File: src/hw/rtl/depth_pixel_backprojection_assert.svh
// Assertion macros for the depth pixel back-projection block.
// Expects signals named clock and reset in the including module.
`ifndef DEPTH_PIXEL_BACKPROJECTION_ASSERT_SVH
`define DEPTH_PIXEL_BACKPROJECTION_ASSERT_SVH

// same-cycle implication
`define DPBP_ASSERT_IMP(lbl, ante, cons) \
   lbl: assert property (@(posedge clock) disable iff (reset) (ante) |-> (cons)) \
      else $error("dpbp assertion failed");

// next-cycle implication
`define DPBP_ASSERT_NXT(lbl, ante, cons) \
   lbl: assert property (@(posedge clock) disable iff (reset) (ante) |=> (cons)) \
      else $error("dpbp assertion failed");

`endif

File: src/hw/rtl/dpbp_root_cell.sv
// One digit-by-digit square root cell: two radicand bits in, one root bit out.
// No dependencies.
`timescale 1ns / 1ps

module dpbp_root_cell #(
   parameter int RW = 32,
   parameter int PW = 8
) (
   input  logic          clock,
   input  logic          adv,
   input  logic [RW-1:0] up_root,
   input  logic [RW+1:0] up_rem,
   input  logic [1:0]    up_pair,
   input  logic [PW-1:0] up_pay,
   output logic [RW-1:0] dn_root,
   output logic [RW+1:0] dn_rem,
   output logic [PW-1:0] dn_pay
);

   logic [RW+3:0] trial;
   logic [RW+3:0] cand;
   logic [RW+3:0] diff;
   logic          ge;
   logic [RW-1:0] root_in, root_ff;
   logic [RW+1:0] rem_in, rem_ff;
   logic [PW-1:0] pay_ff;

   assign trial   = {up_rem, up_pair};
   assign cand    = {2'b00, up_root, 2'b01};
   assign diff    = trial - cand;
   assign ge      = trial >= cand;
   assign rem_in  = ge ? diff[RW+1:0] : trial[RW+1:0];
   assign root_in = {up_root[RW-2:0], ge};

   always_ff @(posedge clock) begin
      if (adv) begin
         root_ff <= root_in;
         rem_ff  <= rem_in;
         pay_ff  <= up_pay;
      end
   end

   assign dn_root = root_ff;
   assign dn_rem  = rem_ff;
   assign dn_pay  = pay_ff;

endmodule

File: config.mk
export PLATFORM = sky130hd
export DESIGN_NAME = dpbp_root_cell
export DESIGN_NICKNAME = d
export VERILOG_FILES = /design/src/hw/rtl/depth_pixel_backprojection_assert.svh /design/src/hw/rtl/dpbp_root_cell.sv
export SDC_FILE = /design/constraint.sdc
export NUM_CORES = 1
export LEC_CHECK = 0
export ABC_AREA = 1
export BUFFER_PORTS_ARGS = -buffer_cell sky130_fd_sc_hd__buf_2
export CAP_MARGIN = 20
export CORE_ASPECT_RATIO = 0.5
export CORE_MARGIN = 3
export CORE_UTILIZATION = 35
export CTS_CLUSTER_SIZE = 14
export DETAILED_ROUTE_END_ITERATION = 10
export PLACE_DENSITY = 0.66
export SYNTH_ARGS = -nofsm -noshare
export SYNTH_HDL_FRONTEND = slang
export SYNTH_SLANG_ARGS = --single-unit
File: constraint.sdc
create_clock -name clock -period 1.8 [get_ports clock]
set_input_delay 0 -clock clock [delete_from_list [all_inputs] [get_ports clock]]
set_output_delay 0 -clock clock [all_outputs]
set_load 0.02 [all_outputs]
# Yosys cells after proc, flatten, opt, wreduce, memory -nomap -nowiden
# Index checks and enable logic that the tools add are counted.
[classes]
add_sub_neg = 1
muxes = 1
magnitude_cmp = 1
[ops]
columns = ["cell", "n"]
rows = [
  ["$ge A36 B34 Y1", 1],
  ["$mux W34", 1],
  ["$sub A34 B34 Y34", 1],
]
[word_totals]
reg_bits = 74

# Depth between registers and ports, before layout
# Gate-level depths: netlist of the first run.
[depth]
word_depth = 2
depth_mapped = 16

# Worst setup path after synthesis of the first run
# No wires, ideal clock.
[synth_path]
kind = "in2reg"
start = "input port up_root[13]"
end = "register rem_ff[25] (netlist: dn_rem[25]), data pin"
n_path_buf = 1
setup_slack_ns = 0.148
path_stages = 15
t_required_ns = 1.547
t_arrival_ns = 1.399
setup_time_ns = 0.253
path_cell_list = "inv_1 > ha_1 > nand2_1 > inv_1 > nand2_1 > nand2_1 > nand2_1 > nand2_1 > a21oi_1 > nand2_1 > nand2_1 > nand2_4 > buf_4 > nand3_1 > nand2_1"
[synth_via]
elab_chain_cells = 2
elab_cells_between_ends = 3
[synth_rtl]
columns = ["element", "line", "text"]
rows = [
  ["from (decl)", "dpbp_root_cell.sv:11", "input logic [RW-1:0] up_root,"],
  ["$sub A34 B34 Y34 / $ge A36 B34 Y1 (equally long branches)", "dpbp_root_cell.sv:30, dpbp_root_cell.sv:31", ""],
  ["$mux W34 *", "dpbp_root_cell.sv:32", "assign rem_in = ge ? diff[RW+1:0] : trial[RW+1:0];"],
  ["via rem_in[25]", "dpbp_root_cell.sv:25", "logic [RW+1:0] rem_in, rem_ff;"],
  ["to (signal assigned)", "dpbp_root_cell.sv:38", "rem_ff <= rem_in;"],
  ["to (decl)", "dpbp_root_cell.sv:25", ""],
]
# The timed path passes the listed nets; every way through them passes the cells marked *.
# A chain may end at the register's enable or synchronous reset.

# Final worst setup path of the first run
[layout_path]
start = "input port up_root[16]"
end = "register rem_ff[21] (netlist: dn_rem[21]), data pin"
# The elaborated chain is that of the path after synthesis.

==> metrics.log, run 1 <==
INFO  metric route.antenna.remaining_nets = 0
INFO  metric synthesis.nets = 830
INFO  metric routed_via_count = 5720
INFO  metric die-width = 179 µm
INFO  metric netlist_area = 5260 µm²
INFO  metric netlist_instances = 718
INFO  metric dp_hpwl = 13.8 mm
INFO  metric regArea = 2220 µm²
INFO  metric avgSynthCellArea = 7.32 µm²
INFO  metric setup-violations-final = 0
INFO  metric timing.hold.worst.class = in -> reg
INFO  metric finalCriticalPeriod = 1700 ps
INFO  metric gp_routability_congestion = 0.942
INFO  metric worst_max_slew_margin_expressed_relative_to_the_limit = 0.714
INFO  metric routed_wl = 18.3 mm
INFO  metric antenna_found_initial = 0
INFO  metric detail_route.first_pass.iterations = 5
INFO  metric layout_overhead_on_the_synthesized_area = 59.2%
INFO  metric groute.usage.overall = 0.219
INFO  metric clock_tree.htree_level_count = 3
INFO  metric critPathMaxStageDelay = 310 ps
INFO  metric ys_types = 24
INFO  metric routedWlPerCell = 14.5 µm
INFO  metric synth-main-ff-cell = sky130_fd_sc_hd__edfxtp_1
INFO  metric first_global_vias = 5498
INFO  metric post-synth-top-area-cell = sky130_fd_sc_hd__edfxtp_1
INFO  metric antennaDiodeCount = 0
INFO  metric cap_violations = 0
INFO  metric ctsLongestPathBuffers = 2
INFO  metric max_clock_freq = 587 MHz
INFO  metric cts.sink_count = 74
INFO  metric worst_setup_path_startpoint = up_root[16]
INFO  metric netlist_top_cells_area = sky130_fd_sc_hd__edfxtp_1 42%, sky130_fd_sc_hd__nand2_1 21%, sky130_fd_sc_hd__inv_1 9.9%
INFO  metric worst_path_required_time = 1880 ps
INFO  metric final_core_occ = 0.593
INFO  metric placed_area = 7170 µm²
INFO  metric hold_viol_final = 0
INFO  metric die-height = 92.7 µm
INFO  metric ioPinCount = 152
INFO  metric finalMaxSlewViolations = 0
INFO  metric critPathArrivalTime = 1790 ps
INFO  metric critical-path-top-cell-by-count = sky130_fd_sc_hd__nand2_2
INFO  metric synth_seq_area_share = 0.423
INFO  metric grt_overflow = 0
INFO  metric outcome = completed
INFO  metric core_region_area = 14100 µm²
INFO  metric multi_input_area = 2640 µm²
INFO  metric ys_warn_count = 0
INFO  metric nFillCells = 1362
INFO  metric worst-path-max-fanout = 7
INFO  metric post-route-drc-count = 0
INFO  metric cp-end-kind = flip-flop
INFO  metric layout-drive-gt1-share = 0.321
INFO  metric synth_top_cells_by_count = 288 x sky130_fd_sc_hd__nand2_1, 139 x sky130_fd_sc_hd__inv_1, 74 x sky130_fd_sc_hd__edfxtp_1
INFO  metric finalNetCount = 1177
INFO  metric synth_largest_type_area_fraction = 0.423
INFO  metric rows = 30
INFO  metric root_buffer = sky130_fd_sc_hd__clkbuf_16
INFO  metric initial_core_util = 0.373
INFO  metric setup_tns = 0 ps
INFO  metric synth_enable_flop_cells = 74
INFO  metric grt_first_pass_wirelength = 28.2 mm
INFO  metric grt_max_degree = 75
INFO  metric synth_seq_cells = 74
INFO  metric detail_route.vias_per_cell = 4.53
INFO  metric port_buffers = 151
INFO  metric hold_sp = up_rem[16]
INFO  metric stdcell_area = 8370 µm²
INFO  metric asyncSetResetFlopFracSynth = 0
INFO  metric power_density = 746 nW/µm²
INFO  metric power_leakage = 4.47 nW
INFO  metric worst_setup_hold_path_clk_slew = 70 ps
INFO  metric synth_most_common_cell = sky130_fd_sc_hd__nand2_1
INFO  metric dr.first_iter.drc_count = 361
INFO  metric critPathSlowestCell = sky130_fd_sc_hd__ha_1
INFO  metric cts_buffers = 9
INFO  metric transition_time_of_the_tightest_slew_check_pin = 430 ps
INFO  metric cp_cell_sequence = buf_2 > inv_1 > ha_1 > nand2_2 > buf_4 > inv_1 > nand2_1 > nand2_2 > inv_1 > nand2_2 > a21oi_4 > nand2_2 > nand2_4 > nand2_8 > buf_12 > nand3_1 > nand2_1
INFO  metric dieArea = 16600 µm²
INFO  metric tritoncts = yes
INFO  metric worstSetupPathType = in -> reg
INFO  metric fin_crit_sh = 0.947
INFO  metric crit_path_start_kind = input pin
INFO  metric ir_worst_vdd = 0.000400 V
[state kept, by name, indices dropped and copies added, names as in the netlist]
name,count
dn_rem,34
dn_root,32
dn_pay,8
[placed cells by master (no fill, tap or decap), types with 21 or more instances in the layout]
| master | n |
|---|---|
| sky130_fd_sc_hd__nand2_1 | 276 |
| sky130_fd_sc_hd__buf_2 | 149 |
| sky130_fd_sc_hd__dlygate4sd3_1 | 62 |
| sky130_fd_sc_hd__edfxtp_1 | 74 |
| sky130_fd_sc_hd__nor2_1 | 43 |
| sky130_fd_sc_hd__ha_1 | 29 |
| sky130_fd_sc_hd__a21oi_1 | 21 |
| sky130_fd_sc_hd__inv_1 | 137 |
| sky130_fd_sc_hd__nand3_1 | 33 |
| sky130_fd_sc_hd__buf_4 | 123 |
[cell type report]
type                            count  share of cell area
Clock buffer                       10              0.0274
Sequential cell                    74               0.266
Timing Repair Buffer              342               0.291
Clock inverter                      6             0.00748
Inverter                          140              0.0643
Multi-Input combinational cell    498               0.315
Tap cell                          192              0.0287
[per-stage QoR]
stage	hold WS, ps	cells	power (W)	setup WS (ps)
final	37.7	1262	0.00624	96.1
after global routing	71.4	1262	0.00657	-38.4
after CTS	29.2	1261	0.00617	1.74
after detailed placement	178	1181	0.00421	-441
after global placement	176	1181	0.00418	-414
after floorplan	98.9	718	0.00327	148
[report_power, final]
part | internal, W | switching (W) | total, W
clock | 0.00108 | 0.000761 | 0.00184
combinational | 0.000958 | 0.00125 | 0.00221
sequential | 0.00214 | 0.0000459 | 0.00219
[path summary, 6_finish.rpt]
check                    to  slack, ps  cells after the start
min    dn_rem[18]$_DFFE_PP_         40                      4
max    dn_rem[21]$_DFFE_PP_        100                     17
[metal layers]
layer  up-vias  GRT usage  part of all wire
met3        12     0.0610             0.084
li1       2931          -                 -
met5         -          0                 0
met2       184      0.302              0.38
met1      2593      0.339              0.53
met4         0     0.0328            0.0065
[cell families after synthesis]
| logic type | synth area share |
|---|---|
| adder cells (fa/ha/maj) | 0.0809 |
| flip-flops | 0.423 |
| buffers and inverters | 0.111 |
| XOR/XNOR | 0.0300 |
| AO/OA/AOI/OAI | 0.0421 |
| AND/OR/NAND/NOR | 0.313 |
[timing repair]
item	CTS	global route
pin swaps	1	6
hold buffers	63	0
hold endpoints to repair	63	0
setup buffers	1	0
resized for setup	3	49
gates cloned	0	2
setup endpoints to repair	34	34
[critical path, delay by kind of cell]
family / cells / cell delay [ps]
AOI/OAI and AO/OA: 1 / 170
adders and majority gates: 1 / 310
buffers and inverters: 6 / 500
and+or+nand+nor: 9 / 780
No activity file was read; power rests on OpenSTA's default activity.
==> run 2: changes to the inputs <==
--- a/config.mk
+++ b/config.mk
@@ -14,6 +14,7 @@
 export CTS_CLUSTER_SIZE = 14
 export DETAILED_ROUTE_END_ITERATION = 10
 export PLACE_DENSITY = 0.66
+export RECOVER_POWER = 50
 export SYNTH_ARGS = -nofsm -noshare
 export SYNTH_HDL_FRONTEND = slang
 export SYNTH_SLANG_ARGS = --single-unit
==> run 2 against run 1 <==
  * Clock-buffer cell count stayed put
  * First-iteration DRC count is 5.8% higher
  * Die area stayed put
  * Critical path depth stayed put
  * Fmax is 0.20% lower
  * Non-clock buffer count stayed put
  * Largest cell class unchanged
  * Largest power group unchanged
  * Highest routed layer unchanged
==> metrics.log, run 2 (synthesized netlist as in run 1, its figures left out) <==
INFO  metric outcome = completed
INFO  metric hold_viol_final = 0 (unchanged)
INFO  metric tritoncts = yes
INFO  metric ctsLongestPathBuffers = 2 (unchanged)
INFO  metric finalCriticalPeriod = 1710 ps (+3.47 ps)
INFO  metric fin_crit_sh = 0.949 (+0.00193)
INFO  metric layout-drive-gt1-share = 0.320 (-0.00187)
INFO  metric layout_overhead_on_the_synthesized_area = 58.9%
INFO  metric routed_via_count = 5744 (+0.42%)
INFO  metric routedWlPerCell = 14.5 µm (+0.20%)
INFO  metric rows = 30 (unchanged)
INFO  metric route.antenna.remaining_nets = 0 (unchanged)
INFO  metric finalMaxSlewViolations = 0 (unchanged)
INFO  metric power.sequential.fraction = 0.351 (about the same)
INFO  metric power_leakage = 4.46 nW (-0.24%)
INFO  metric ioPinCount = 152 (unchanged)
INFO  metric cellInternalPower = 0.00418 W (about the same)
INFO  metric crit_path_start_kind = input pin
INFO  metric routed_wl = 18.4 mm (+0.20%)
INFO  metric groute.usage.overall = 0.219 (unchanged)
INFO  metric worst_max_slew_margin_expressed_relative_to_the_limit = 0.261 (-0.452)
INFO  metric worst_setup_path_startpoint = up_root[16]
INFO  metric critPathSlowestCell = sky130_fd_sc_hd__ha_1
INFO  metric worstSetupPathType = in -> reg
INFO  metric timing.final.ws_setup = 92.6 ps (-3.47 ps)
INFO  metric timing.hold.worst.class = in -> reg
INFO  metric grt_max_degree = 75 (unchanged)
INFO  metric worst_path_required_time = 1880 ps (about the same)
INFO  metric critPathMaxStageDelay = 310 ps (about the same)
INFO  metric post-route-drc-count = 0 (unchanged)
INFO  metric critical-path-top-cell-by-count = sky130_fd_sc_hd__nand2_2
INFO  metric cp-end-kind = flip-flop
INFO  metric root_buffer = sky130_fd_sc_hd__clkbuf_16
INFO  metric placed_area = 7170 µm² (unchanged)
INFO  metric antennaDiodeCount = 0 (unchanged)
INFO  metric share_comb_of_total_power = 0.353 (about the same)
INFO  metric critPathArrivalTime = 1790 ps (about the same)
INFO  metric first_global_vias = 5498 (unchanged)
INFO  metric setup_tns = 0 ps (unchanged)
INFO  metric dp_hpwl = 13.8 mm (unchanged)
INFO  metric detail_route.vias_per_cell = 4.55 (+0.42%)
INFO  metric antenna_found_initial = 0 (unchanged)
INFO  metric finalNetCount = 1177 (unchanged)
INFO  metric ir_worst_vdd = 0.000399 V (-0.15%)
INFO  metric mostFrequentLayoutCells = 276 x sky130_fd_sc_hd__nand2_1, 147 x sky130_fd_sc_hd__buf_2, 137 x sky130_fd_sc_hd__inv_1
INFO  metric dr.first_iter.drc_count = 382 (+5.8%)
INFO  metric grt_first_pass_wirelength = 28.2 mm (unchanged)
INFO  metric most_common_cell_after_layout_fill_and_taps_aside = sky130_fd_sc_hd__nand2_1
INFO  metric initial_core_util = 0.373 (unchanged)
INFO  metric power_density = 747 nW/µm² (+0.20%)
INFO  metric port_buffers = 151 (unchanged)
INFO  metric die-width = 179 µm (unchanged)
INFO  metric grt_overflow = 0 (unchanged)
INFO  metric gp_routability_congestion = 0.942 (unchanged)
INFO  metric stdcell_area = 8350 µm² (-0.18%)
INFO  metric transition_time_of_the_tightest_slew_check_pin = 1110 ps (+678 ps)
INFO  metric core_region_area = 14100 µm² (unchanged)
INFO  metric worst-path-max-fanout = 7 (unchanged)
INFO  metric dieArea = 16600 µm² (unchanged)
INFO  metric cts_buffers = 9 (unchanged)
INFO  metric cp_cell_sequence = buf_2 > inv_1 > ha_1 > nand2_2 > buf_4 > inv_1 > nand2_1 > nand2_2 > inv_1 > nand2_2 > a21oi_4 > nand2_2 > nand2_4 > nand2_8 > buf_12 > nand3_1 > nand2_1
INFO  metric p_clk_frac = 0.295 (about the same)
INFO  metric detail_route.first_pass.iterations = 5 (unchanged)
INFO  metric dp_worst_setup_slack = -441 ps (unchanged)
INFO  metric max_clock_freq = 586 MHz (-0.20%)
INFO  metric sw_frac_of_total = 0.331 (+0.000446)
INFO  metric max_ffs_per_register = 34 (unchanged)
INFO  metric cap_violations = 0 (unchanged)
INFO  metric worst_setup_hold_path_clk_slew = 70 ps (about the same)
INFO  metric setup-violations-final = 0 (unchanged)
INFO  metric net-switching-power = 0.00206 W (+0.16%)
INFO  metric clock_tree.htree_level_count = 3 (unchanged)
INFO  metric die-height = 92.7 µm (unchanged)
INFO  metric cts.sink_count = 74 (unchanged)
INFO  metric finalPower = 0.00624 W (about the same)
INFO  metric hold_sp = up_rem[29]
## run 2: cell types whose count changed in the layout (fill, tap and decap cells not counted), sizes merged
cell and delta:
buf -4, clkbuf +4
## run 2: worst paths after layout
| check | end | cells after the start |
|---|---|---|
| setup / recovery | dn_rem[21]$_DFFE_PP_ | 17 |
| hold / removal | dn_rem[31]$_DFFE_PP_ | 4 |
## run 2: metrics by stage
step / utilization / cells / hold WS (ps)
6_report: 0.592 / 1262 / 37.5
5_1_grt: 0.592 / 1262 / 71.4
4_1_cts: 0.575 / 1261 / 29.2
3_5_place_dp: 0.508 / 1181 / 178
3_3_place_gp: 0.508 / 1181 / 176
2_1_floorplan: - / 718 / 98.9
## run 2: repair_timing
action	CTS	global route
gates resized for setup	3	49
endpoints found under the hold margin	63	0
hold buffers	63	0
setup endpoints to repair	34	34
setup buffers	1	0
cloned	0	2
pin swaps	1	6
## run 2: cell type report
class,count,area [µm²]
multi-input combinational,498,2640
clock inverter,6,62.6
inverter,140,538
clock buffer,10,229
timing repair buffer,342,2420
tap,192,240
fill,1364,5760
sequential,74,2220
## run 2: routing by layer
| layer | vias to the layer above | wire length, µm | track usage | share of wire |
|---|---|---|---|---|
| met5 | - | 0 | 0 | 0 |
| met4 | 0 | 99 | 0.0328 | 0.0054 |
| met3 | 10 | 1500 | 0.0610 | 0.081 |
| met2 | 184 | 7150 | 0.302 | 0.39 |
| met1 | 2620 | 9620 | 0.339 | 0.52 |
| li1 | 2930 | - | - | - |
## run 2: power groups by stage
stage	clock network, W	logic [W]	registers [W]
4_1_cts	0.00187	0.00210	0.00219
6_report	0.00184	0.00221	0.00219
3_5_place_dp	0	0.00198	0.00222
2_1_floorplan	0	0.000780	0.00249
5_1_grt	0.00194	0.00242	0.00221
3_3_place_gp	0	0.00196	0.00222
## run 2: critical path: cells and delay by family
family          cells  cell delay (ps)
simple gates        9              780
buf+inv             6              500
fa+ha+maj           1              310
compound gates      1              170
