$ cat config.mk
export PLATFORM = sky130hd
export DESIGN_NAME = dpbp_div_cell
export DESIGN_NICKNAME = d
export VERILOG_FILES = /design/src/hw/rtl/depth_pixel_backprojection_assert.svh /design/src/hw/rtl/dpbp_div_cell.sv
export SDC_FILE = /design/constraint.sdc
export NUM_CORES = 1
export LEC_CHECK = 0
export BUFFER_PORTS_ARGS = -buffer_cell sky130_fd_sc_hd__buf_2
export CAP_MARGIN = 20
export CORE_MARGIN = 2
export CORE_UTILIZATION = 50
export CTS_BUF_LIST = sky130_fd_sc_hd__clkbuf_2 sky130_fd_sc_hd__clkbuf_4 sky130_fd_sc_hd__clkbuf_8
export CTS_CLUSTER_DIAMETER = 150
export CTS_CLUSTER_SIZE = 10
export DETAILED_ROUTE_END_ITERATION = 10
export GPL_TIMING_DRIVEN = 0
export PLACE_DENSITY = 0.8
export SYNTH_ARGS = -nofsm -noshare
export SYNTH_HDL_FRONTEND = slang
export SYNTH_SLANG_ARGS = --single-unit
$ cat constraint.sdc
create_clock -name clock -period 2.9 [get_ports clock]
set_input_delay 0.29 -clock clock [delete_from_list [all_inputs] [get_ports clock]]
set_output_delay 0.29 -clock clock [all_outputs]
set_load 0.005 [all_outputs]
$ cat src/hw/rtl/depth_pixel_backprojection_assert.svh
// Assertion macros for the depth pixel back-projection block.
// Expects signals named clock and reset in the including module.
`ifndef DEPTH_PIXEL_BACKPROJECTION_ASSERT_SVH
`define DEPTH_PIXEL_BACKPROJECTION_ASSERT_SVH

// same-cycle implication
`define DPBP_ASSERT_IMP(lbl, ante, cons) \
   lbl: assert property (@(posedge clock) disable iff (reset) (ante) |-> (cons)) \
      else $error("dpbp assertion failed");

// next-cycle implication
`define DPBP_ASSERT_NXT(lbl, ante, cons) \
   lbl: assert property (@(posedge clock) disable iff (reset) (ante) |=> (cons)) \
      else $error("dpbp assertion failed");

`endif

$ cat src/hw/rtl/dpbp_div_cell.sv
// One restoring-division cell: one quotient bit per cell, payload rides along.
// No dependencies.
`timescale 1ns / 1ps

module dpbp_div_cell #(
   parameter int DW = 28,
   parameter int QW = 31,
   parameter int PW = 8
) (
   input  logic          clock,
   input  logic          adv,
   input  logic [DW-1:0] up_rem,
   input  logic          up_bit,
   input  logic [QW-1:0] up_quo,
   input  logic [DW-1:0] divisor,
   input  logic [PW-1:0] up_pay,
   output logic [DW-1:0] dn_rem,
   output logic [QW-1:0] dn_quo,
   output logic [PW-1:0] dn_pay
);

   logic [DW:0]   trial;
   logic [DW:0]   diff;
   logic          ge;
   logic [DW-1:0] rem_in, rem_ff;
   logic [QW-1:0] quo_in, quo_ff;
   logic [PW-1:0] pay_ff;

   assign trial  = {up_rem, up_bit};
   assign diff   = trial - {1'b0, divisor};
   assign ge     = trial >= {1'b0, divisor};
   assign rem_in = ge ? diff[DW-1:0] : trial[DW-1:0];
   assign quo_in = {up_quo[QW-2:0], ge};

   always_ff @(posedge clock) begin
      if (adv) begin
         rem_ff <= rem_in;
         quo_ff <= quo_in;
         pay_ff <= up_pay;
      end
   end

   assign dn_rem = rem_ff;
   assign dn_quo = quo_ff;
   assign dn_pay = pay_ff;

endmodule

Word level (Yosys, flattened, before mapping). Index checks and enable logic that the tools add are counted.

Output and inout bits: 67. Word-level logic and storage cells: 6. Bits in registers: 67.

$add $sub $neg: 1. Muxes and demuxes: 1. Order comparisons: 1.

Operators by type and width (count): $ge 29x28->1 (1); $mux 28 (1); $sub 28x28->28 (1).

Logic depth before layout (Yosys ltp). Gate-level depths: netlist of the first run.

Word-level depth: 2. Mapped depth: 13.

Worst setup path before layout of the first run. Ideal clock, no wire load.

Path kind: input -> register. From: in divisor[11]. To: reg rem_ff[21], in the netlist dn_rem[21] (data pin). Slack: 313 ps. Stages on the path: 13. Data arrival time: 2327 ps. Required time: 2640 ps. Cells stage by stage: inv_1 -> ha_1 -> buf_2 -> nand2_1 -> nor2_1 -> nor2_1 -> a31oi_2 -> a31oi_2 -> a21oi_2 -> a41o_1 -> buf_6 -> buf_6 -> mux2_4.

Word-level cells in the longest chain between the ends: 2. Elaborated cells on any way between the ends: 3. Classes of those cells: add/sub: 1; order compare: 1; mux: 1.

RTL lines: start: declaration (RTL line dpbp_div_cell.sv:15) `input logic [DW-1:0] divisor,`; $ge 29x28->1 (RTL line dpbp_div_cell.sv:31) `assign ge = trial >= {1'b0, divisor};`; net ge (RTL line dpbp_div_cell.sv:24) `logic ge;`; $mux 28 (RTL line dpbp_div_cell.sv:32) `assign rem_in = ge ? diff[DW-1:0] : trial[DW-1:0];`; net rem_in[21] (RTL line dpbp_div_cell.sv:25) `logic [DW-1:0] rem_in, rem_ff;`; end signal: assignment (RTL line dpbp_div_cell.sv:37) `rem_ff <= rem_in;`; end: declaration (RTL line dpbp_div_cell.sv:25).

The timed path passes the listed nets, and every way through them passes these cells. A chain may end at the register's enable or synchronous reset.

Final worst setup path of the first run.
From: in up_rem[2]. To: reg rem_ff[25], in the netlist dn_rem[25] (data pin).

Word-level cells in the longest chain between the ends: 2. Elaborated cells on any way between the ends: 3. Classes of those cells: add/sub: 1; order compare: 1; mux: 1.

RTL lines: start: declaration (RTL line dpbp_div_cell.sv:12) `input logic [DW-1:0] up_rem,`; $ge 29x28->1 (RTL line dpbp_div_cell.sv:31); net ge (RTL line dpbp_div_cell.sv:24); $mux 28 (RTL line dpbp_div_cell.sv:32); net rem_in[25] (RTL line dpbp_div_cell.sv:25).

The timed path passes the listed nets, and every way through them passes these cells.

==> flow_summary_export.csv, run 1 <==
group,metric,value,unit
finish,n_antenna_cell,0,
clocking,numClockSinks,67,
placement,finalWeightedCongestion,0.852,
global_route,grt_max_degree,46,
clocking,cts_resized,0,
floorplanning,core_region_area,8180,um^2
global_route,top_usage_layer,"met2",
pwr,leakagePower,2.51,nW
critical_path,startpoint_type,"input pin",
placement,pre_cts_slack,-0.173,ns
floorplanning,die_w,95.4,um
sta,slew_viol_final,0,
clocking,cts_max_path_buffers,2,
critical_path,crit_type,"input pin to register",
logic_synthesis,ys_seq_elements,67,
critical_path,critPathCaptureType,"register",
routing,drt-vias-per-instance,5.31,
floorplanning,die_area,9100,um^2
logic_synthesis,syn_inst,368,
clocking,hold_buffers,0,
routing,firstDrtPassIters,4,
hold_path,hold_path.class,"input pin to register",
placement,dp_hpwl,8080,um
global_route,met2_usage,38.3,%
sta,relSlewSlack,60.6,%
logic_synthesis,synth_area_leaders,"edfxtp_1 (48%), ha_1 (8.4%), mux2_2 (5.1%)",
clocking,cts_max_level,3,
clocking,cts_buffers,9,
flow_run,max_cap_violations,0,
global_route,grt_pass1_wl,15600,um
logic_synthesis,yosys.cell_types.count,52,
finish,fill_cells,650,
logic_synthesis,avgSynthCellArea,11.3,um^2
clocking,cts_root_buffer,"clkbuf_8",
sta,fin_ws,0.157,ns
routing,routed_wl,10400,um
routing,wl_per_cell,15.9,um
sta,fin_crit_sh,94.6,%
logic_synthesis,netlist_area,4180,um^2
floorplanning,die_y,95.4,um
sta,finalHoldViolCount,0,
floorplanning,start_util,51.1,%
finish,fin_nets,670,
global_route,grt_usage,22.1,%
logic_synthesis,yosysWarnings,0,
finish,drive_above_1_share,41.0,%
sta,max_freq,365,MHz
sta,setup_viol,0,
global_route,gr-total-overflow,0,
sta,fin_tns_setup,0,ns
critical_path,worstPathArrival,2.84,ns
critical_path,cp_max_fo,10,
clocking,cts_tree,"built",
logic_synthesis,synth.top_cell.area_share,48.2,%
clocking,path_clk_slew,0.08,ns
routing,via_count,3462,
sta,rsz0062_at_grt,"no",
critical_path,cp.required,2.99,ns
sta,tightest_slew,0.591,ns
finish,syn_to_final_growth,28.9,%
pwr,power.density,543,nW/um^2
clocking,post-cts-setup-buffers,0,
floorplanning,pin_count,165,
global_route,antenna_found_initial,0,
logic_synthesis,synth_area_leader_cell,"edfxtp_1",
routing,drc,0,
floorplanning,rows,33,
run_status,outcome,"finished, final reports clean",
routing,drtIter0Drc,179,
pwr,peakVddDrop,253,uV
placement,io_buffers,163,
logic_synthesis,syn-num-nets,495,
global_route,grt_pass1_vias,3350,
logic_synthesis,synth-seq-area-share,48.2,%
sta,min_period,2.74,ns
global_route,grt_use_met3,4.43,%
routing,ant_nets,0,
global_route,met1_usage,27.8,%
[power by group]
group          total [mW]  switching [mW]  internal, mW
Clock               0.947           0.378         0.569
Combinational       0.747           0.382         0.365
Sequential           1.23          0.0266          1.20
Total                2.92           0.786          2.14
[Yosys cell counts (all sizes together)]
master   n
edfxtp  67
inv     38
a21oi   32
ha      28
mux2    24
nand2   18
nor2    18
o21ai   14
xnor2   13
a21o    12
clkbuf   9
xor2     9
buf      7
nand4    7
nor3     7
a31oi    6
nand3    6
and3     5
mux2i    5
o211ai   5
o21bai   5
nand2b   3
a211oi   2
a21boi   2
a221oi   2
and2     2
nand3b   2
nor2b    2
nor3b    2
o21a     2
o31a     2
or2      2
a2111o   1
a211o    1
a31o     1
a41o     1
a41oi    1
fa       1
nor4     1
o311a    1
o311ai   1
or3      1
[state kept, by name, summed over array words and instances (netlist names)]
signal	count
dn_rem	28
dn_pay	8
dn_quo	31
[through the flow]
| stage | hold WS [ns] | area [um^2] | utilization (%) | cells | power (mW) |
|---|---|---|---|---|---|
| detailed placement | 0.468 | 5140 | 62.9 | 637 | 1.99 |
| CTS | 0.111 | 5380 | 65.8 | 652 | 2.94 |
| global route | 0.111 | 5380 | 65.8 | 652 | 3.07 |
| floorplan | 0.389 | 4180 | - | 368 | 1.71 |
| global placement | 0.467 | 5120 | 62.7 | 636 | 1.97 |
| finish | 0.116 | 5380 | 65.8 | 652 | 2.92 |
[cell families (layout without fill, tap and decap cells)]
kind of cell / Yosys count / in the layout / synth area share (%)
compound gates: 91 / 91 / 15.4
simple gates: 76 / 76 / 9.26
flops: 67 / 67 / 48.2
buf+inv: 54 / 233 / 5.51
fa+ha+maj: 29 / 29 / 8.87
mux: 29 / 29 / 8.12
xor+xnor: 22 / 22 / 4.62
[final cells by class]
class	count	area, um^2	share of cell area, %
Tap cell	105	131	2.44
Buffer	16	87.6	1.63
Clock inverter	6	115	2.14
Timing Repair Buffer	164	836	15.5
Clock buffer	9	124	2.30
Multi-Input combinational cell	247	1930	35.9
Sequential cell	67	2010	37.4
Inverter	38	143	2.65
[cell usage in the layout, fill, tap and decap left out, types with 3 or more instances in the layout]
cell type,Yosys,final
nand3_1,6,6
ha_1,28,28
nand4_1,7,7
a21oi_1,30,30
nor2_1,18,18
bufinv_16,0,3
inv_1,38,38
buf_6,3,3
clkbuf_8,0,9
a31oi_1,3,3
edfxtp_1,67,67
and3_1,5,5
xor2_1,9,9
o21ai_0,12,12
nor3_1,7,7
mux2_2,19,19
nand2b_1,3,3
xnor2_1,13,13
a21o_1,12,12
nand2_1,18,18
o211ai_1,5,5
mux2i_1,5,5
o21bai_1,5,5
buf_2,4,167
clkbuf_1,9,9
mux2_4,5,5
[path summary, 6_finish.rpt]
kind                  startpoint                    to  depth (start not counted)
worst max-delay path   up_rem[2]  dn_rem[25]$_DFFE_PP_                         12
worst min-delay path   up_quo[2]   dn_quo[3]$_DFFE_PP_                          1
[metal layers]
layer	vias up	part of all wire [%]
met3	12	7.3
met4	0	1.6
met1	1631	42
met5	-	0
met2	123	49
li1	1696	-
[worst max-delay path, stage by stage]
cell and delay, ns:
buf_2 0.11, ha_1 0.36, o211ai_1 0.11, a21oi_1 0.23, o21ai_1 0.16, a31oi_2 0.26
a31oi_2 0.18, a21oi_2 0.23, a41o_1 0.23, buf_6 0.16, buf_6 0.20, mux2_4 0.31
No activity file was read; power rests on OpenSTA's default activity.
==> inputs of run 2 (changes only) <==
Settings changed: BUFFER_PORTS_ARGS -buffer_cell sky130_fd_sc_hd__buf_2 to -buffer_cell sky130_fd_sc_hd__buf_4.
==> flow_summary_export.csv, run 2 (synthesized netlist as in run 1, its figures left out) <==
group,metric,value,unit
finish,final_cell_mix,"buf_4 (165), edfxtp_1 (67), inv_1 (38)",
floorplanning,die_area,9100,um^2
routing,drtIter0Drc,173,
pwr,power.density,538,nW/um^2
pwr,intPower,2.33,mW
placement,finalWeightedCongestion,0.853,
flow_run,max_cap_violations,0,
clocking,hold_buffers,0,
finish,fill_cells,623,
global_route,antenna_found_initial,0,
critical_path,cp_cell_sequence,"buf_4 > ha_1 > o211ai_1 > a21oi_2 > o21ai_1 > a31oi_2 > a31oi_2 > a21oi_2 > a41o_1 > buf_2 > mux2_2",
clocking,cts_root_buffer,"clkbuf_8",
sta,fin_crit_sh,94.4,%
pwr,sw_frac_of_total,25.5,%
floorplanning,die_y,95.4,um
critical_path,crit_type,"input pin to register",
sta,setup_viol,0,
critical_path,cp_num_buf_inv,2,
pwr,power_frac_comb,26.8,%
critical_path,slowest_delay,0.38,ns
clocking,cts_buffers,9,
sta,min_period,2.74,ns
finish,final_common_cell,"buf_4",
hold_path,whs_endpoint,"dn_quo[18]$_DFFE_PP_",
critical_path,cp_slowest_cell,"mux2_2",
floorplanning,core_region_area,8180,um^2
routing,via_count,3503,
placement,dp_hpwl,8170,um
finish,stdcell_count,654,
pwr,peakVddDrop,310,uV
sta,relSlewSlack,43.2,%
placement,io_buffers,163,
critical_path,critPathCaptureType,"register",
hold_path,min_from,"up_quo[17]",
global_route,grt_pass1_vias,3324,
critical_path,worstPathArrival,2.82,ns
clocking,path_clk_slew,0.08,ns
sta,slew_viol_final,0,
finish,n_antenna_cell,0,
clocking,cts_max_level,3,
run_status,outcome,"finished, final reports clean",
pwr,power,3.13,mW
floorplanning,start_util,51.1,%
sta,max_freq,365,MHz
global_route,grt_usage,23.5,%
critical_path,cp.required,2.98,ns
placement,placed_cells,636,
finish,syn_to_final_growth,39.3,%
pwr,clkPwrFrac,33.6,%
pwr,power_switching,0.800,mW
pwr,leakagePower,2.68,nW
critical_path,cp_max_fo,10,
floorplanning,rows,33,
routing,routed_wl,11000,um
finish,largest_reg_flops,31,
critical_path,startpoint_type,"input pin",
hold_path,hold_path.class,"input pin to register",
finish,fin_nets,671,
hold_path,worstHoldPathCells,1,
global_route,grt_pass1_wl,16200,um
sta,tightest_slew,0.851,ns
clocking,cts_max_path_buffers,2,
pwr,seqPwrFrac,39.5,%
routing,drt-vias-per-instance,5.36,
clocking,numClockSinks,67,
routing,wl_per_cell,16.8,um
routing,drc,0,
routing,ant_nets,0,
global_route,grt_max_degree,68,
sta,finalHoldViolCount,0,
finish,drive_above_1_share,41.3,%
clocking,cts_tree,"built",
floorplanning,die_w,95.4,um
critical_path,critical-path-top-delay-family,"compound AO/OA/AOI/OAI gates",
sta,rsz0062_at_grt,"no",
global_route,gr-total-overflow,0,
routing,firstDrtPassIters,4,
floorplanning,pin_count,165,
-- run 2: per-layer routing --
layer  track usage [%]  share of wire [%]
met5                 0                  0
met4              6.43                1.4
met3              7.19                8.0
met2              42.6                 51
met1              26.9                 40
-- run 2: worst max-delay path by stage --
| stage | from | endpoint | slack (ns) | cells past startpoint |
|---|---|---|---|---|
| after global placement | up_rem[2] | dn_rem[26]$_DFFE_PP_ | -0.15 | 12 |
| final | up_rem[2] | dn_rem[11]$_DFFE_PP_ | 0.16 | 11 |
| after CTS | up_rem[2] | dn_rem[26]$_DFFE_PP_ | 0.16 | 12 |
| after floorplan | divisor[11] | dn_rem[21]$_DFFE_PP_ | 0.31 | 13 |
| after detailed placement | up_rem[2] | dn_rem[26]$_DFFE_PP_ | -0.19 | 12 |
| after global routing | up_rem[2] | dn_rem[21]$_DFFE_PP_ | 0.03 | 12 |
-- run 2: area by class of cell --
cell class                      instances  area, um^2  area share, %
Buffer                                 16        87.6           1.51
Inverter                               38         143           2.45
Timing Repair Buffer                  165        1240           21.3
Clock buffer                           10         131           2.26
Clock inverter                          6         138           2.37
Tap cell                              105         131           2.26
Multi-Input combinational cell        247        1940           33.3
Sequential cell                        67        2010           34.6
-- run 2: what timing repair did --
item | in CTS | in global routing
resized for setup | 0 | 1
buffers inserted | 0 | 2
endpoints found under the setup margin | 0 | 15
-- run 2: per-stage QoR --
step	setup slack [ns]	hold slack, ns	TNS (ns)	util (%)	cell area [um^2]
6_report	0.163	0.120	0	71.2	5820
5_1_grt	0.0339	0.0978	0	71.2	5820
4_1_cts	0.163	0.105	0	70.9	5800
3_5_place_dp	-0.190	0.469	-2.74	67.6	5530
3_3_place_gp	-0.153	0.468	-1.96	67.6	5530
2_1_floorplan	0.313	0.389	0	-	4180
-- run 2: power groups by stage --
stage	registers, mW	logic (mW)	clock network [mW]
final	1.24	0.841	1.05
after global routing	1.25	0.922	1.11
after CTS	1.24	0.835	1.07
after detailed placement	1.26	0.829	0
after global placement	1.25	0.810	0
after floorplan	1.27	0.438	0
==> inputs of run 3 (changes only) <==
Settings changed: RECOVER_POWER from default to 25.
==> flow_summary_export.csv, run 3 (synthesized netlist as in run 1, its figures left out) <==
group,metric,value,unit
run_status,violations,"capacitance limit, slew limit",
global_route,grt_pass1_wl,16200,um
sta,fin_ws,0.169,ns
clocking,cts_max_level,3,
floorplanning,die_w,95.4,um
routing,drc,0,
finish,fin_nets,671,
critical_path,critPathCaptureType,"register",
global_route,met2_usage,42.6,%
global_route,grt_use_met3,7.19,%
sta,max_freq,366,MHz
finish,final_cell_mix,"buf_4 (126), edfxtp_1 (67), inv_1 (38), clkbuf_4 (38), a21oi_1 (29)",
global_route,met1_usage,26.9,%
critical_path,endpoint,"dn_rem[26]$_DFFE_PP_",
clocking,cts_buffers,9,
sta,rsz0062_at_grt,"no",
placement,place_area,5530,um^2
clocking,cts_root_buffer,"clkbuf_8",
placement,finalWeightedCongestion,0.853,
floorplanning,core_region_area,8180,um^2
finish,final_common_cell,"buf_4",
floorplanning,start_util,51.1,%
finish,drive_above_1_share,41.2,%
sta,fin_crit_sh,94.2,%
pwr,peakVddDrop,310,uV
global_route,gr-total-overflow,0,
routing,wl_per_cell,16.7,um
clocking,cts_tree,"built",
finish,n_antenna_cell,0,
floorplanning,die_y,95.4,um
clocking,numClockSinks,67,
clocking,hold_buffers,0,
global_route,grt_usage,23.5,%
global_route,grt_max_degree,68,
critical_path,worstPathArrival,2.83,ns
finish,fin_util,71.1,%
pwr,leakagePower,2.66,nW
floorplanning,die_area,9100,um^2
sta,fin_tns_setup,0,ns
placement,placed_cells,636,
floorplanning,pin_count,165,
flow_run,max_cap_violations,1,
floorplanning,rows,33,
critical_path,cp_max_fo,10,
sta,setup_viol,0,
critical_path,cp_slowest_cell,"ha_1",
critical_path,crit_type,"input pin to register",
routing,firstDrtPassIters,4,
routing,drt-vias-per-instance,5.32,
placement,dp_hpwl,8170,um
pwr,power.density,539,nW/um^2
hold_path,hold_path.class,"input pin to register",
critical_path,slowest_delay,0.35,ns
critical_path,crit_start,"up_rem[2]",
sta,relSlewSlack,-12.0,%
finish,stdcell_count,654,
clocking,cts_max_path_buffers,2,
finish,final_area,5810,um^2
placement,pre_cts_slack,-0.190,ns
finish,syn_to_final_growth,39.2,%
global_route,antenna_found_initial,0,
run_status,outcome,"finished, violations left",
global_route,top_usage_layer,"met2",
sta,slew_viol_final,68,
finish,largest_reg_flops,31,
sta,min_period,2.73,ns
placement,io_buffers,163,
routing,routed_wl,10900,um
routing,via_count,3481,
global_route,grt_pass1_vias,3324,
critical_path,cp.required,3.00,ns
routing,drtIter0Drc,169,
critical_path,cp_cell_sequence,"buf_4 > ha_1 > o211ai_1 > a21oi_2 > o21ai_1 > a31oi_2 > a31oi_2 > a21oi_2 > a41o_1 > buf_6 > buf_6 > mux2_4",
routing,ant_nets,0,
critical_path,startpoint_type,"input pin",
clocking,path_clk_slew,0.08,ns
sta,finalHoldViolCount,0,
sta,tightest_slew,1.68,ns
run 3: final cells by class:
cell class	instances	area [um^2]
timing repair buffer	165	1230
tap	105	131
multi-input combinational	247	1940
buffer	16	87.6
inverter	38	143
clock buffer	10	131
sequential	67	2010
fill	625	2360
clock inverter	6	138
run 3: critical path: cells and delay by family:
family                     cells  cell delay (ns)
adders and majority gates      1             0.35
AOI/OAI and AO/OA              7             1.41
muxes                          1             0.31
buffers and inverters          3             0.48
run 3: metrics by stage:
stage | total power, mW | hold WS, ns
2_1_floorplan | 1.71 | 0.389
3_3_place_gp | 2.06 | 0.468
3_5_place_dp | 2.09 | 0.469
4_1_cts | 3.14 | 0.105
5_1_grt | 3.28 | 0.121
6_report | 3.13 | 0.136
run 3: layer usage:
layer	up-vias	share of wire [%]
li1	1702	-
met2	136	51
met1	1633	39
met4	0	1.3
met3	10	8.0
met5	-	0
run 3: worst min-delay path by stage:
| stage | start | end | cells past startpoint |
|---|---|---|---|
| CTS | up_quo[17] | dn_quo[18]$_DFFE_PP_ | 1 |
| detailed placement | up_quo[17] | dn_quo[18]$_DFFE_PP_ | 1 |
| finish | up_quo[17] | dn_quo[18]$_DFFE_PP_ | 1 |
| global placement | up_pay[3] | dn_pay[3]$_DFFE_PP_ | 1 |
| floorplan | up_pay[0] | dn_pay[0]$_DFFE_PP_ | 0 |
| global route | up_quo[26] | dn_quo[27]$_DFFE_PP_ | 1 |
run 3: power breakdown:
part | switching [mW] | internal [mW]
Combinational | 0.384 | 0.452
Clock | 0.386 | 0.671
Sequential | 0.0334 | 1.21
Total | 0.804 | 2.33
run 3: repair_timing:
item,4_1_cts,5_1_grt
gates resized for setup,0,1
setup endpoints to repair,0,15
buffers inserted,0,2
